<file path="config.mk">
export PLATFORM = sky130hd
export DESIGN_NAME = tdc_word_stream_decoder
export DESIGN_NICKNAME = d
export VERILOG_FILES = /design/src/sv/tdcwsd_pkg.sv /design/src/sv/tdc_word_stream_decoder.sv /design/src/sv/tdcwsd_chan_calc.sv
export VERILOG_INCLUDE_DIRS = /design/src /design/src/sv
export SDC_FILE = /design/constraint.sdc
export NUM_CORES = 1
export LEC_CHECK = 0
export BUFFER_PORTS_ARGS = -buffer_cell sky130_fd_sc_hd__buf_2
export CORE_MARGIN = 1.5
export CORE_UTILIZATION = 35
export DETAILED_ROUTE_END_ITERATION = 10
export GPL_ROUTABILITY_DRIVEN = 0
export HOLD_SLACK_MARGIN = 0.03
export PLACE_DENSITY = 0.53
export SLEW_MARGIN = 15
export SYNTH_ARGS = -nofsm -noshare
export SYNTH_HDL_FRONTEND = slang
export SYNTH_SLANG_ARGS = --single-unit
export TNS_END_PERCENT = 1
</file>
<file path="constraint.sdc">
create_clock -name clk -period 23.7 [get_ports clk]
set_clock_uncertainty 0.15 [all_clocks]
set_input_delay 2.37 -clock clk [delete_from_list [all_inputs] [get_ports clk]]
set_output_delay 2.37 -clock clk [all_outputs]
set_load 0.02 [all_outputs]
</file>
<file path="src/sv/assert_macros.svh">
// ----------------------------------------------------------------------------
// Assertion macros
// Shared helpers for the concurrent checks in the RTL. Each one samples on the
// rising edge of clk and is disabled while rst_n is low.
// ----------------------------------------------------------------------------
`ifndef ASSERT_MACROS_SVH
`define ASSERT_MACROS_SVH

// Same-cycle implication.
`define ASSERT_IMPLIES(label, ante, cons) \
    label: assert property (@(posedge clk) disable iff (!rst_n) (ante) |-> (cons)) \
        else $error("%m: check failed");

// Next-cycle implication.
`define ASSERT_NEXT(label, ante, cons) \
    label: assert property (@(posedge clk) disable iff (!rst_n) (ante) |=> (cons)) \
        else $error("%m: check failed");

`endif

</file>
<file path="src/sv/tdcwsd_pkg.sv">
// ----------------------------------------------------------------------------
// TDC word stream decoder package
// Types and constants shared by the decoder modules.
// ----------------------------------------------------------------------------
package tdcwsd_pkg;

    localparam int WORD_W   = 32;
    localparam int CHAN_W   = 19;
    localparam int AMP_W    = 16;
    localparam int DELTA_W  = 3;
    localparam int HIT_W    = 16;
    localparam int MOD_W    = 9;
    localparam int EVT_W    = 24;
    localparam int CFG_W    = 24;
    localparam int CH_W     = 5;
    localparam int ID_W     = 4;
    localparam int MAP_W    = 6;

    // Word type codes taken from the top byte.
    localparam logic [3:0] HIT_NIBBLE    = 4'h4;
    localparam logic [3:0] MODULE_NIBBLE = 4'h8;
    localparam logic [7:0] EVENT_HEADER  = 8'hA0;

    localparam logic signed [MOD_W-1:0] MODULE_NONE = -9'sd1;
    localparam logic signed [MOD_W-1:0] MODULE_MAX  = 9'sd255;

    // Configuration register indexes.
    localparam logic CFG_REMAP_ENABLE = 1'b0;
    localparam logic CFG_EVENT_LIMIT  = 1'b1;

    typedef enum logic [1:0] {
        KIND_HIT    = 2'd0,
        KIND_MODULE = 2'd1,
        KIND_EVENT  = 2'd2,
        KIND_STOP   = 2'd3
    } word_kind_t;

    typedef struct packed {
        logic                       bad_tdc_flag;
        logic [EVT_W-1:0]           event_index;
        logic signed [MOD_W-1:0]    module_index;
        logic [HIT_W-1:0]           hit_index;
        logic [DELTA_W-1:0]         delta;
        logic [AMP_W-1:0]           amplitude;
        logic signed [CHAN_W-1:0]   channel;
    } result_t;

endpackage

</file>
<file path="src/sv/tdc_word_stream_decoder.sv">
// A word taken goes into the input register and then, once the output register
// has room, on to the output register, where m_tvalid shows any result it gives.
// Throughput: one word per clock unless m_tready stalls the output; the input and
// output registers are separate stages: a new word is taken while a result waits.
// Reset (rst_n low, asynchronous) empties both stages, sets remap_enable to 1,
// event_limit to 0, the module index to -1 and the hit and event counts to 0.
// ----------------------------------------------------------------------------
// TDC word stream decoder
// Decodes 32-bit TDC readout words into hit, module header, event header and
// stop results. The decoder tracks the current module index, the number of hits
// in the current event and the number of events, and halts for good once an
// event header arrives after the configured nonzero event limit has been reached.
// ----------------------------------------------------------------------------
module tdc_word_stream_decoder
    import tdcwsd_pkg::*;
(
    input  logic               clk,
    input  logic               rst_n,

    // Configuration write port, index 0 remap_enable, index 1 event_limit.
    input  logic               cfg_we,
    input  logic               cfg_index,
    input  logic [CFG_W-1:0]   cfg_data,

    input  logic               s_tvalid,
    output logic               s_tready,
    input  logic [31:0]        s_tdata,   // [31:0] data_word

    output logic               m_tvalid,
    input  logic               m_tready,
    // [18:0] channel, [34:19] amplitude, [37:35] delta, [53:38] hit_index,
    // [62:54] module_index, [86:63] event_index, [87] bad_tdc_flag
    output logic [87:0]        m_tdata,
    output logic [1:0]         m_tuser    // [1:0] word_kind
);

    // Configuration registers.
    logic               remap_enable_reg;
    logic [EVT_W-1:0]   event_limit_reg;

    // Input stage.
    logic               in_valid_reg;
    logic [WORD_W-1:0]  in_data_reg;

    // Decoder state.
    logic signed [MOD_W-1:0] module_count_reg, module_count_next;
    logic [HIT_W-1:0]        hit_count_reg, hit_count_next;
    logic [EVT_W-1:0]        event_count_reg, event_count_next;
    logic                    stopped_reg, stopped_next;

    // Output stage.
    logic               out_valid_reg;
    word_kind_t         out_kind_reg;
    result_t            out_data_reg;

    logic               out_room;
    logic               advance;
    logic [7:0]         b3;
    logic               is_hit;
    logic               is_module;
    logic               is_event;
    logic               limit_hit;
    logic               res_valid;
    word_kind_t         res_kind;
    result_t            res;
    logic signed [CHAN_W-1:0] hit_channel;
    logic               hit_bad;

    // The output register frees up when it is empty or being taken this cycle.
    // A word in the input stage moves on only then, even if it gives no result.
    assign out_room = !out_valid_reg || m_tready;
    assign advance  = in_valid_reg && out_room;
    assign s_tready = !in_valid_reg || out_room;

    always_ff @(posedge clk or negedge rst_n)
    begin
        if (!rst_n)
        begin
            remap_enable_reg <= 1'b1;
            event_limit_reg  <= '0;
        end
        else if (cfg_we)
        begin
            case (cfg_index)
                CFG_REMAP_ENABLE: remap_enable_reg <= cfg_data[0];
                CFG_EVENT_LIMIT:  event_limit_reg  <= cfg_data;
                default:          ;
            endcase
        end
    end

    always_ff @(posedge clk or negedge rst_n)
    begin
        if (!rst_n)
        begin
            in_valid_reg <= 1'b0;
        end
        else if (s_tvalid && s_tready)
        begin
            in_valid_reg <= 1'b1;
        end
        else if (advance)
        begin
            in_valid_reg <= 1'b0;
        end
    end

    always_ff @(posedge clk)
    begin
        if (s_tvalid && s_tready)
        begin
            in_data_reg <= s_tdata;
        end
    end

    // Word classification from the top byte.
    assign b3        = in_data_reg[31:24];
    assign is_hit    = (b3[7:4] == HIT_NIBBLE);
    assign is_module = (b3[7:4] == MODULE_NIBBLE);
    assign is_event  = (b3 == EVENT_HEADER);
    assign limit_hit = (event_limit_reg != '0) && (event_count_reg >= event_limit_reg);

    tdcwsd_chan_calc u_chan_calc (
        .remap_enable (remap_enable_reg),
        .ch           (in_data_reg[23:19]),
        .tdc_id       (in_data_reg[27:24]),
        .module_idx   (module_count_reg),
        .channel      (hit_channel),
        .bad_tdc      (hit_bad)
    );

    // Result and next state for the word in the input stage. Once stopped, every
    // word is dropped and the state is frozen.
    always_comb
    begin
        module_count_next = module_count_reg;
        hit_count_next    = hit_count_reg;
        event_count_next  = event_count_reg;
        stopped_next      = stopped_reg;
        res_valid         = 1'b0;
        res_kind          = KIND_HIT;
        res               = '0;
        res.hit_index     = hit_count_reg;
        res.module_index  = module_count_reg;

        if (!stopped_reg)
        begin
            if (is_hit)
            begin
                res_valid        = 1'b1;
                res_kind         = KIND_HIT;
                res.channel      = hit_channel;
                res.amplitude    = in_data_reg[15:0];
                res.delta        = in_data_reg[18:16];
                res.bad_tdc_flag = hit_bad;
                hit_count_next   = hit_count_reg + HIT_W'(1);
            end
            else if (is_module)
            begin
                res_valid = 1'b1;
                res_kind  = KIND_MODULE;
                if (module_count_reg != MODULE_MAX)
                begin
                    module_count_next = module_count_reg + 9'sd1;
                end
                res.module_index = module_count_next;
            end
            else if (is_event)
            begin
                res_valid       = 1'b1;
                res.event_index = event_count_reg;
                if (limit_hit)
                begin
                    // The stop result reports the state as it stands.
                    res_kind     = KIND_STOP;
                    stopped_next = 1'b1;
                end
                else
                begin
                    res_kind          = KIND_EVENT;
                    module_count_next = MODULE_NONE;
                    hit_count_next    = '0;
                    event_count_next  = event_count_reg + EVT_W'(1);
                    res.hit_index     = '0;
                    res.module_index  = MODULE_NONE;
                end
            end
        end
    end

    always_ff @(posedge clk or negedge rst_n)
    begin
        if (!rst_n)
        begin
            module_count_reg <= MODULE_NONE;
            hit_count_reg    <= '0;
            event_count_reg  <= '0;
            stopped_reg      <= 1'b0;
        end
        else if (advance)
        begin
            module_count_reg <= module_count_next;
            hit_count_reg    <= hit_count_next;
            event_count_reg  <= event_count_next;
            stopped_reg      <= stopped_next;
        end
    end

    always_ff @(posedge clk or negedge rst_n)
    begin
        if (!rst_n)
        begin
            out_valid_reg <= 1'b0;
        end
        else if (advance)
        begin
            out_valid_reg <= res_valid;
        end
        else if (m_tready)
        begin
            out_valid_reg <= 1'b0;
        end
    end

    always_ff @(posedge clk)
    begin
        if (advance && res_valid)
        begin
            out_kind_reg <= res_kind;
            out_data_reg <= res;
        end
    end

    assign m_tvalid = out_valid_reg;
    assign m_tuser  = out_kind_reg;
    assign m_tdata  = out_data_reg;

    // ------------------------------------------------------------------------
    // Checks
    // ------------------------------------------------------------------------
`include "assert_macros.svh"

    // After the stop nothing new may reach the output.
    `ASSERT_NEXT(a_no_result_after_stop, stopped_reg && !m_tvalid, !m_tvalid)

    // A stop result can only leave once the decoder has halted.
    `ASSERT_IMPLIES(a_stop_sets_halt, m_tvalid && (m_tuser == KIND_STOP), stopped_reg)

    // A word waiting behind a stalled result stays in the input stage.
    `ASSERT_NEXT(a_input_holds, in_valid_reg && m_tvalid && !m_tready,
                 in_valid_reg && $stable(in_data_reg))

    // An accepted event header restarts the module index and the hit count.
    `ASSERT_NEXT(a_event_restart, advance && !stopped_reg && is_event && !limit_hit,
                 (hit_count_reg == '0) && (module_count_reg == MODULE_NONE))

endmodule

</file>
<file path="src/sv/tdcwsd_chan_calc.sv">
// ----------------------------------------------------------------------------
// TDC channel calculator
// Turns the channel and tdc id fields of a hit word into a global channel
// number, either through the detector remapping or as a raw offset number.
// ----------------------------------------------------------------------------
module tdcwsd_chan_calc
    import tdcwsd_pkg::*;
(
    input  logic                      remap_enable,
    input  logic [CH_W-1:0]           ch,
    input  logic [ID_W-1:0]           tdc_id,
    input  logic signed [MOD_W-1:0]   module_idx,
    output logic signed [CHAN_W-1:0]  channel,
    output logic                      bad_tdc
);

    logic [1:0]               tdc_num;
    logic                     id_ok;
    logic [3:0]               k;
    logic [MAP_W-1:0]         map;
    logic signed [CHAN_W-1:0] mod_x64;
    logic signed [CHAN_W-1:0] mod_x512;
    logic signed [CHAN_W-1:0] remap_chan;
    logic signed [CHAN_W-1:0] raw_chan;

    always_comb
    begin
        id_ok   = 1'b1;
        tdc_num = 2'd0;
        case (tdc_id)
            4'd1:    tdc_num = 2'd0;
            4'd2:    tdc_num = 2'd1;
            4'd4:    tdc_num = 2'd2;
            4'd8:    tdc_num = 2'd3;
            default: id_ok   = 1'b0;
        endcase
    end

    // The map terms never overlap: 32*n[1] + 16*(1 - k[1]) + 8*n[0] + (7 - {k[3:2], k[0]}),
    // and the last term is the bitwise inverse of a three-bit value.
    assign k   = ch[CH_W-1:1];
    assign map = id_ok ? {tdc_num[1], ~k[1], tdc_num[0], ~k[3], ~k[2], ~k[0]} : '0;

    assign mod_x64  = {{4{module_idx[MOD_W-1]}}, module_idx, 6'b0};
    assign mod_x512 = {module_idx[MOD_W-1], module_idx, 9'b0};

    assign remap_chan = mod_x64 + $signed({13'b0, map});
    assign raw_chan   = 19'sd100 + mod_x512 + $signed({14'b0, ch})
                        + $signed({10'b0, tdc_id, 5'b0});

    assign channel = remap_enable ? remap_chan : raw_chan;
    assign bad_tdc = remap_enable && !id_ok;

endmodule
</file>
==> flow_summary.ini, run 1 <==
[outcome]
status = completed

[clock_tree]
numCtsBuffers = 17
cts_sinks = 199
clk_pin_slew_ns = 0.09
post_cts_buffers = 0
htree_num_levels = 4
insertion_delay_ns = 0.44
clockRootBuffer = clkbuf_16
clockBufferDepth = 2
cts_tree = done
post_cts_resize_count = 0
ctsHoldBuffers = 0

[floorplan]
num_rows = 58
core_sq_um = 25200
die_y_microns = 163
io_pins = 154
die_width_microns = 163
start_util_pct = 35.7
dieArea_sq_um = 26700

[final_layout]
fin_area_sq_um = 10800
register_area_sq_um = 5600
n_fill_cell = 2401
finish.net_count = 978
multi_input_area_sq_um = 3130
largest_reg_flops = 88
utilization_pct = 42.8
stdcell_count = 1234
areaGrowthSynthToFinish_pct = 19.8
drive_gt1_share_pct = 26.9

[global_route]
antenna_found_initial = 5
grt_pass1_vias = 5780
grt_max_degree = 78
gr-total-overflow = 0
grt_usage_pct = 15.5
grt_pass1_wl_microns = 31600

[timing]
min_period_ns = 5.34
hold_viol_final = 0
setup_violations = 0
final.setup.tns_ns = 0
layout_setup_ws_ns = 18.36
worst_slew_pin_slew_ns = 1.05
max_freq_mhz = 187
slew_headroom_pct = 29.9
finalCritPeriodShare_pct = 22.6
rsz0062_at_grt = no
maxSlewViolCount = 0
hold_ws_ns = 0.369

[route]
detail_route.first_pass.iterations = 5
wirelength_microns = 20000
drt.antenna.violating_nets = 0
vias_per_cell = 4.79
vias = 5917
wire_per_inst_microns = 16.2
drc = 0
drtIter0Drc = 342

[place]
numPortBuffers = 153
placed_area_sq_um = 10100
hpwl_microns = 13800
pre_cts_slack_ns = 18.36
dp.cells = 1198

[min_path]
hold_path_depth = 1
hp-class = reg2reg
min-delay-start = in_data_reg[12]$_DFFE_PP_
min_to = m_tdata[31]$_SDFFCE_PP0P_

[worst_setup_path]
end_kind = output pin
cp.required_ns = 21.18
worstReg2RegStart = in_data_reg[27]$_DFFE_PP_
worst-path-buf-inv = 3
cpMaxStageDelayCell = buf_2
critical_path.top_delay_family = buffers and inverters
critical-path-max-stage-delay_ns = 0.19
worstReg2RegEnd = m_tdata[54]$_DFFE_PP_
cp_max_fo = 3
crit_path_frequent_cell = buf_2
worstSetupStartpointType = primary input
r2r_slack_ns = 19.93
worstPathCellList = buf_2, inv_1, nand3_1, buf_2
ff2ff_path_depth = 6
cp.arrival_ns = 2.82
path_class = in2out

[synthesis]
synth.avg_cell_area_sq_um = 12.2
synth_area_sq_um = 8990
synth.most_common_cell = edfxtp_1
post_synth_and_or_nand_nor_area_fraction_pct = 15.7
synth_top_cell_by_area = edfxtp_1
ys_async_sr_fraction_pct = 38.7
synth_compound_area_share_pct = 6.41
synth_xor_area_share_pct = 5.16
ys.warnings.count = 0
ys_seq_area_share_pct = 62.3
synthMuxAreaShare_pct = 3.38
syn_nets = 829
synth_top_family_by_area = simple AND/OR/NAND/NOR gates
yosys.area_share.adder_pct = 3.89
netlist_instances = 739
ys_top_cells_by_area = edfxtp_1 41%, dfrtp_1 19%, and2_1 4.0%, ha_1 3.9%, mux2_2 3.4%
synth_edf_count = 122
synth-seq-cells = 199
synthFlopType = edfxtp_1
ys_top_cells_by_count = 122 x edfxtp_1, 70 x nor2_1, 67 x dfrtp_1
synth.top_cell.area_share_pct = 40.7
synth_cell_types = 52

[pwr]
power.density_nw_per_um2 = 75.9
power_mw = 0.818
leakagePower_nw = 4.40
ir_drop_mv = 0.0425

[flow_run]
maxCapViolations = 0
power breakdown:
| group | internal (mW) | leakage (nW) | switching (mW) |
|---|---|---|---|
| clock | 0.149 | 0.306 | 0.160 |
| sequential | 0.394 | 2.02 | 0.0212 |
| combinational | 0.0391 | 2.07 | 0.0541 |
logic make-up after synthesis:
group           after synthesis
compound gates               94
xor+xnor                     53
fa+ha+maj                    28
buf+inv                      69
flops                       199
mux                          27
simple gates                269
per-layer routing:
layer  track usage, %  wire length (microns)  up-vias
met4             4.46                    232        4
met3             3.89                    935       16
li1                 -                      -     2923
met2             24.8                   9560      118
met1             20.8                   9240     2856
met5                0                     26        -
layout by cell type (no fill, tap or decap), drive strengths merged, types with 2 or more instances in the layout:
master	count
clkinv	5
or3	6
or2	3
a41oi	4
nand2	39
mux2	27
and2	57
o21ai	27
nand3b	3
nand3	22
dfstp	10
diode	3
o22a	3
clkbuf	17
nor3	11
nor2	70
a21oi	41
edfxtp	122
a211oi	2
xor2	22
xnor2	31
a31oi	2
nand2b	9
nor4	13
and4	3
dfrtp	67
a221oi	2
a21o	4
ha	28
nand4	19
buf	160
nand4b	2
and3	8
inv	49
worst max path at each step:
stage,startpoint,to,slack (ns),depth (start not counted)
5_1_grt,m_tready,s_tready,18.31,4
3_3_place_gp,m_tready,s_tready,18.38,4
3_5_place_dp,m_tready,s_tready,18.36,4
2_1_floorplan,m_tready,m_tdata[0]$_SDFFCE_PP0P_,13.39,4
4_1_cts,m_tready,s_tready,18.36,4
6_report,m_tready,s_tready,18.36,4
layout make-up:
class | count | area share (%)
clock inverter | 15 | 1.99
sequential | 199 | 52.0
antenna | 3 | 0.0697
tap | 330 | 3.83
clock buffer | 17 | 3.95
timing repair buffer | 160 | 7.80
inverter | 39 | 1.36
multi-input combinational | 471 | 29.0
Power figures use the tool's default switching activity.
==> run 2, diff against run 1 <==
Clock period 23.7 ns to 5.1 ns, I/O delays scaled along.
==> run 2 against run 1 <==
  * Utilization shrank 0.11 points
  * Combinational power grew to 4.6 times the previous value
  * Non-clock buffer count shrank 2
  * Clock-buffer cell count is the same
  * Sequential share of layout area grew 0.14 points
  * Clock power grew to 4.7 times the previous value
  * Critical path depth grew 3
  * Cell count shrank 0.32%
  * Hold slack lost 0.28 ns
  * First-iteration DRC count grew 7.6%
  * Register-to-register slack lost 18 ns
  * Global-route usage is essentially flat
  * Critical endpoint is now module_count_reg[7]$_DFFE_PN1P_
==> flow_summary.ini, run 2 (synthesis gave the netlist of run 1 again) <==
[clock_tree]
post_cts_resize_count = 0
cts_sinks = 199
numCtsBuffers = 17
post_cts_buffers = 0
clockRootBuffer = clkbuf_16
clockBufferDepth = 2
clk_pin_slew_ns = 0.08
cts_tree = done
insertion_delay_ns = 0.44
ctsHoldBuffers = 0
htree_num_levels = 4

[worst_setup_path]
cpMaxStageDelayCell = or4_4
critical-path-max-stage-delay_ns = 0.54
worstPathCellList = or3_1, or4_4, or3_1, inv_2, nand2b_4, a21oi_2, mux2_2
cp.required_ns = 5.31
critical_path.top_delay_family = simple AND/OR/NAND/NOR gates
cp.arrival_ns = 3.83
cp_max_fo = 32
worstSetupStartpointType = flop
worst-path-buf-inv = 1
path_class = reg2reg
crit_path_frequent_cell = or3_1
end_kind = flop

[global_route]
antenna_found_initial = 4
grt_max_degree = 78
grt_usage_pct = 15.5
grt_pass1_wl_microns = 31600
grt_pass1_vias = 5775
gr-total-overflow = 0

[place]
numPortBuffers = 153
hpwl_microns = 14000
dp.cells = 1197

[final_layout]
layout_common_cells = 152 x buf_2, 122 x edfxtp_1, 70 x nor2_1, 67 x dfrtp_1, 57 x and2_1
multi_input_area_sq_um = 3130
utilization_pct = 42.7
register_area_sq_um = 5600
areaGrowthSynthToFinish_pct = 19.5
drive_gt1_share_pct = 26.8
largest_reg_flops = 88
final_common_cell = buf_2
finish.net_count = 976
stdcell_count = 1230
n_fill_cell = 2415

[pwr]
power.density_nw_per_um2 = 355
ir_drop_mv = 0.211
leakagePower_nw = 4.39
power_mw = 3.81

[floorplan]
num_rows = 58
io_pins = 154
core_sq_um = 25200
die_width_microns = 163
die_y_microns = 163
start_util_pct = 35.7
dieArea_sq_um = 26700

[timing]
hold_viol_final = 0
min_period_ns = 3.62
final.setup.tns_ns = 0
worst_slew_pin_slew_ns = 1.03
setup_violations = 0
slew_headroom_pct = 31.3
maxSlewViolCount = 0
finalCritPeriodShare_pct = 71.1
rsz0062_at_grt = no
max_freq_mhz = 276

[flow_run]
maxCapViolations = 0

[route]
vias = 5898
drtIter0Drc = 368
vias_per_cell = 4.80
wire_per_inst_microns = 16.2
detail_route.first_pass.iterations = 4
drc = 0
wirelength_microns = 19900
drt.antenna.violating_nets = 0

[outcome]
status = completed

[min_path]
hp-class = in2async
-- run 2: worst paths after layout --
path                                           start                         endpoint  slack, ns  cells past startpoint
setup / recovery           in_data_reg[27]$_DFFE_PP_  module_count_reg[7]$_DFFE_PN1P_       1.48                      7
hold / removal                                 rst_n  event_limit_reg[18]$_DFFE_PN0P_       0.09                      1
setup reg to reg           in_data_reg[27]$_DFFE_PP_  module_count_reg[7]$_DFFE_PN1P_       1.48                      7
hold reg to reg             in_data_reg[6]$_DFFE_PP_        m_tdata[25]$_SDFFCE_PP0P_       0.37                      1
max in group asynchronous                      rst_n   event_limit_reg[2]$_DFFE_PN0P_       4.04                      1
min in group clk                          s_tdata[5]         in_data_reg[5]$_DFFE_PP_       0.09                      1
-- run 2: per-stage QoR --
stage | instance area [sq um] | hold slack (ns) | setup WS [ns]
final | 10700 | 0.0850 | 1.48
after global routing | 10700 | 0.0576 | 1.30
after CTS | 10700 | 0.0619 | 1.46
after detailed placement | 10100 | 0.354 | 1.48
after global placement | 10100 | 0.349 | 1.55
after floorplan | 9010 | 0.0644 | 0.654
-- run 2: per-layer routing --
metal  global-route usage [%]  vias to the layer above  share of wire, %
met5                        0                        -              0.17
met4                     4.55                        6               1.4
li1                         -                     2925                 -
met2                     24.4                      120                47
met3                     4.44                       22               5.6
met1                     20.8                     2825                46
-- run 2: cell type report --
class                   count  area share (%)
flip-flops and latches    199            52.1
well taps                 330            3.84
repair buffers            158            7.50
multi-input cells         471            29.1
diodes                      1          0.0233
clock buffers              17            3.96
inverters                  39            1.36
clock inverters            15            2.05
-- run 2: power breakdown --
group / internal [mW] / switching (mW) / total, mW
clock network: 0.698 / 0.747 / 1.45
registers: 1.83 / 0.102 / 1.93
logic: 0.180 / 0.252 / 0.432
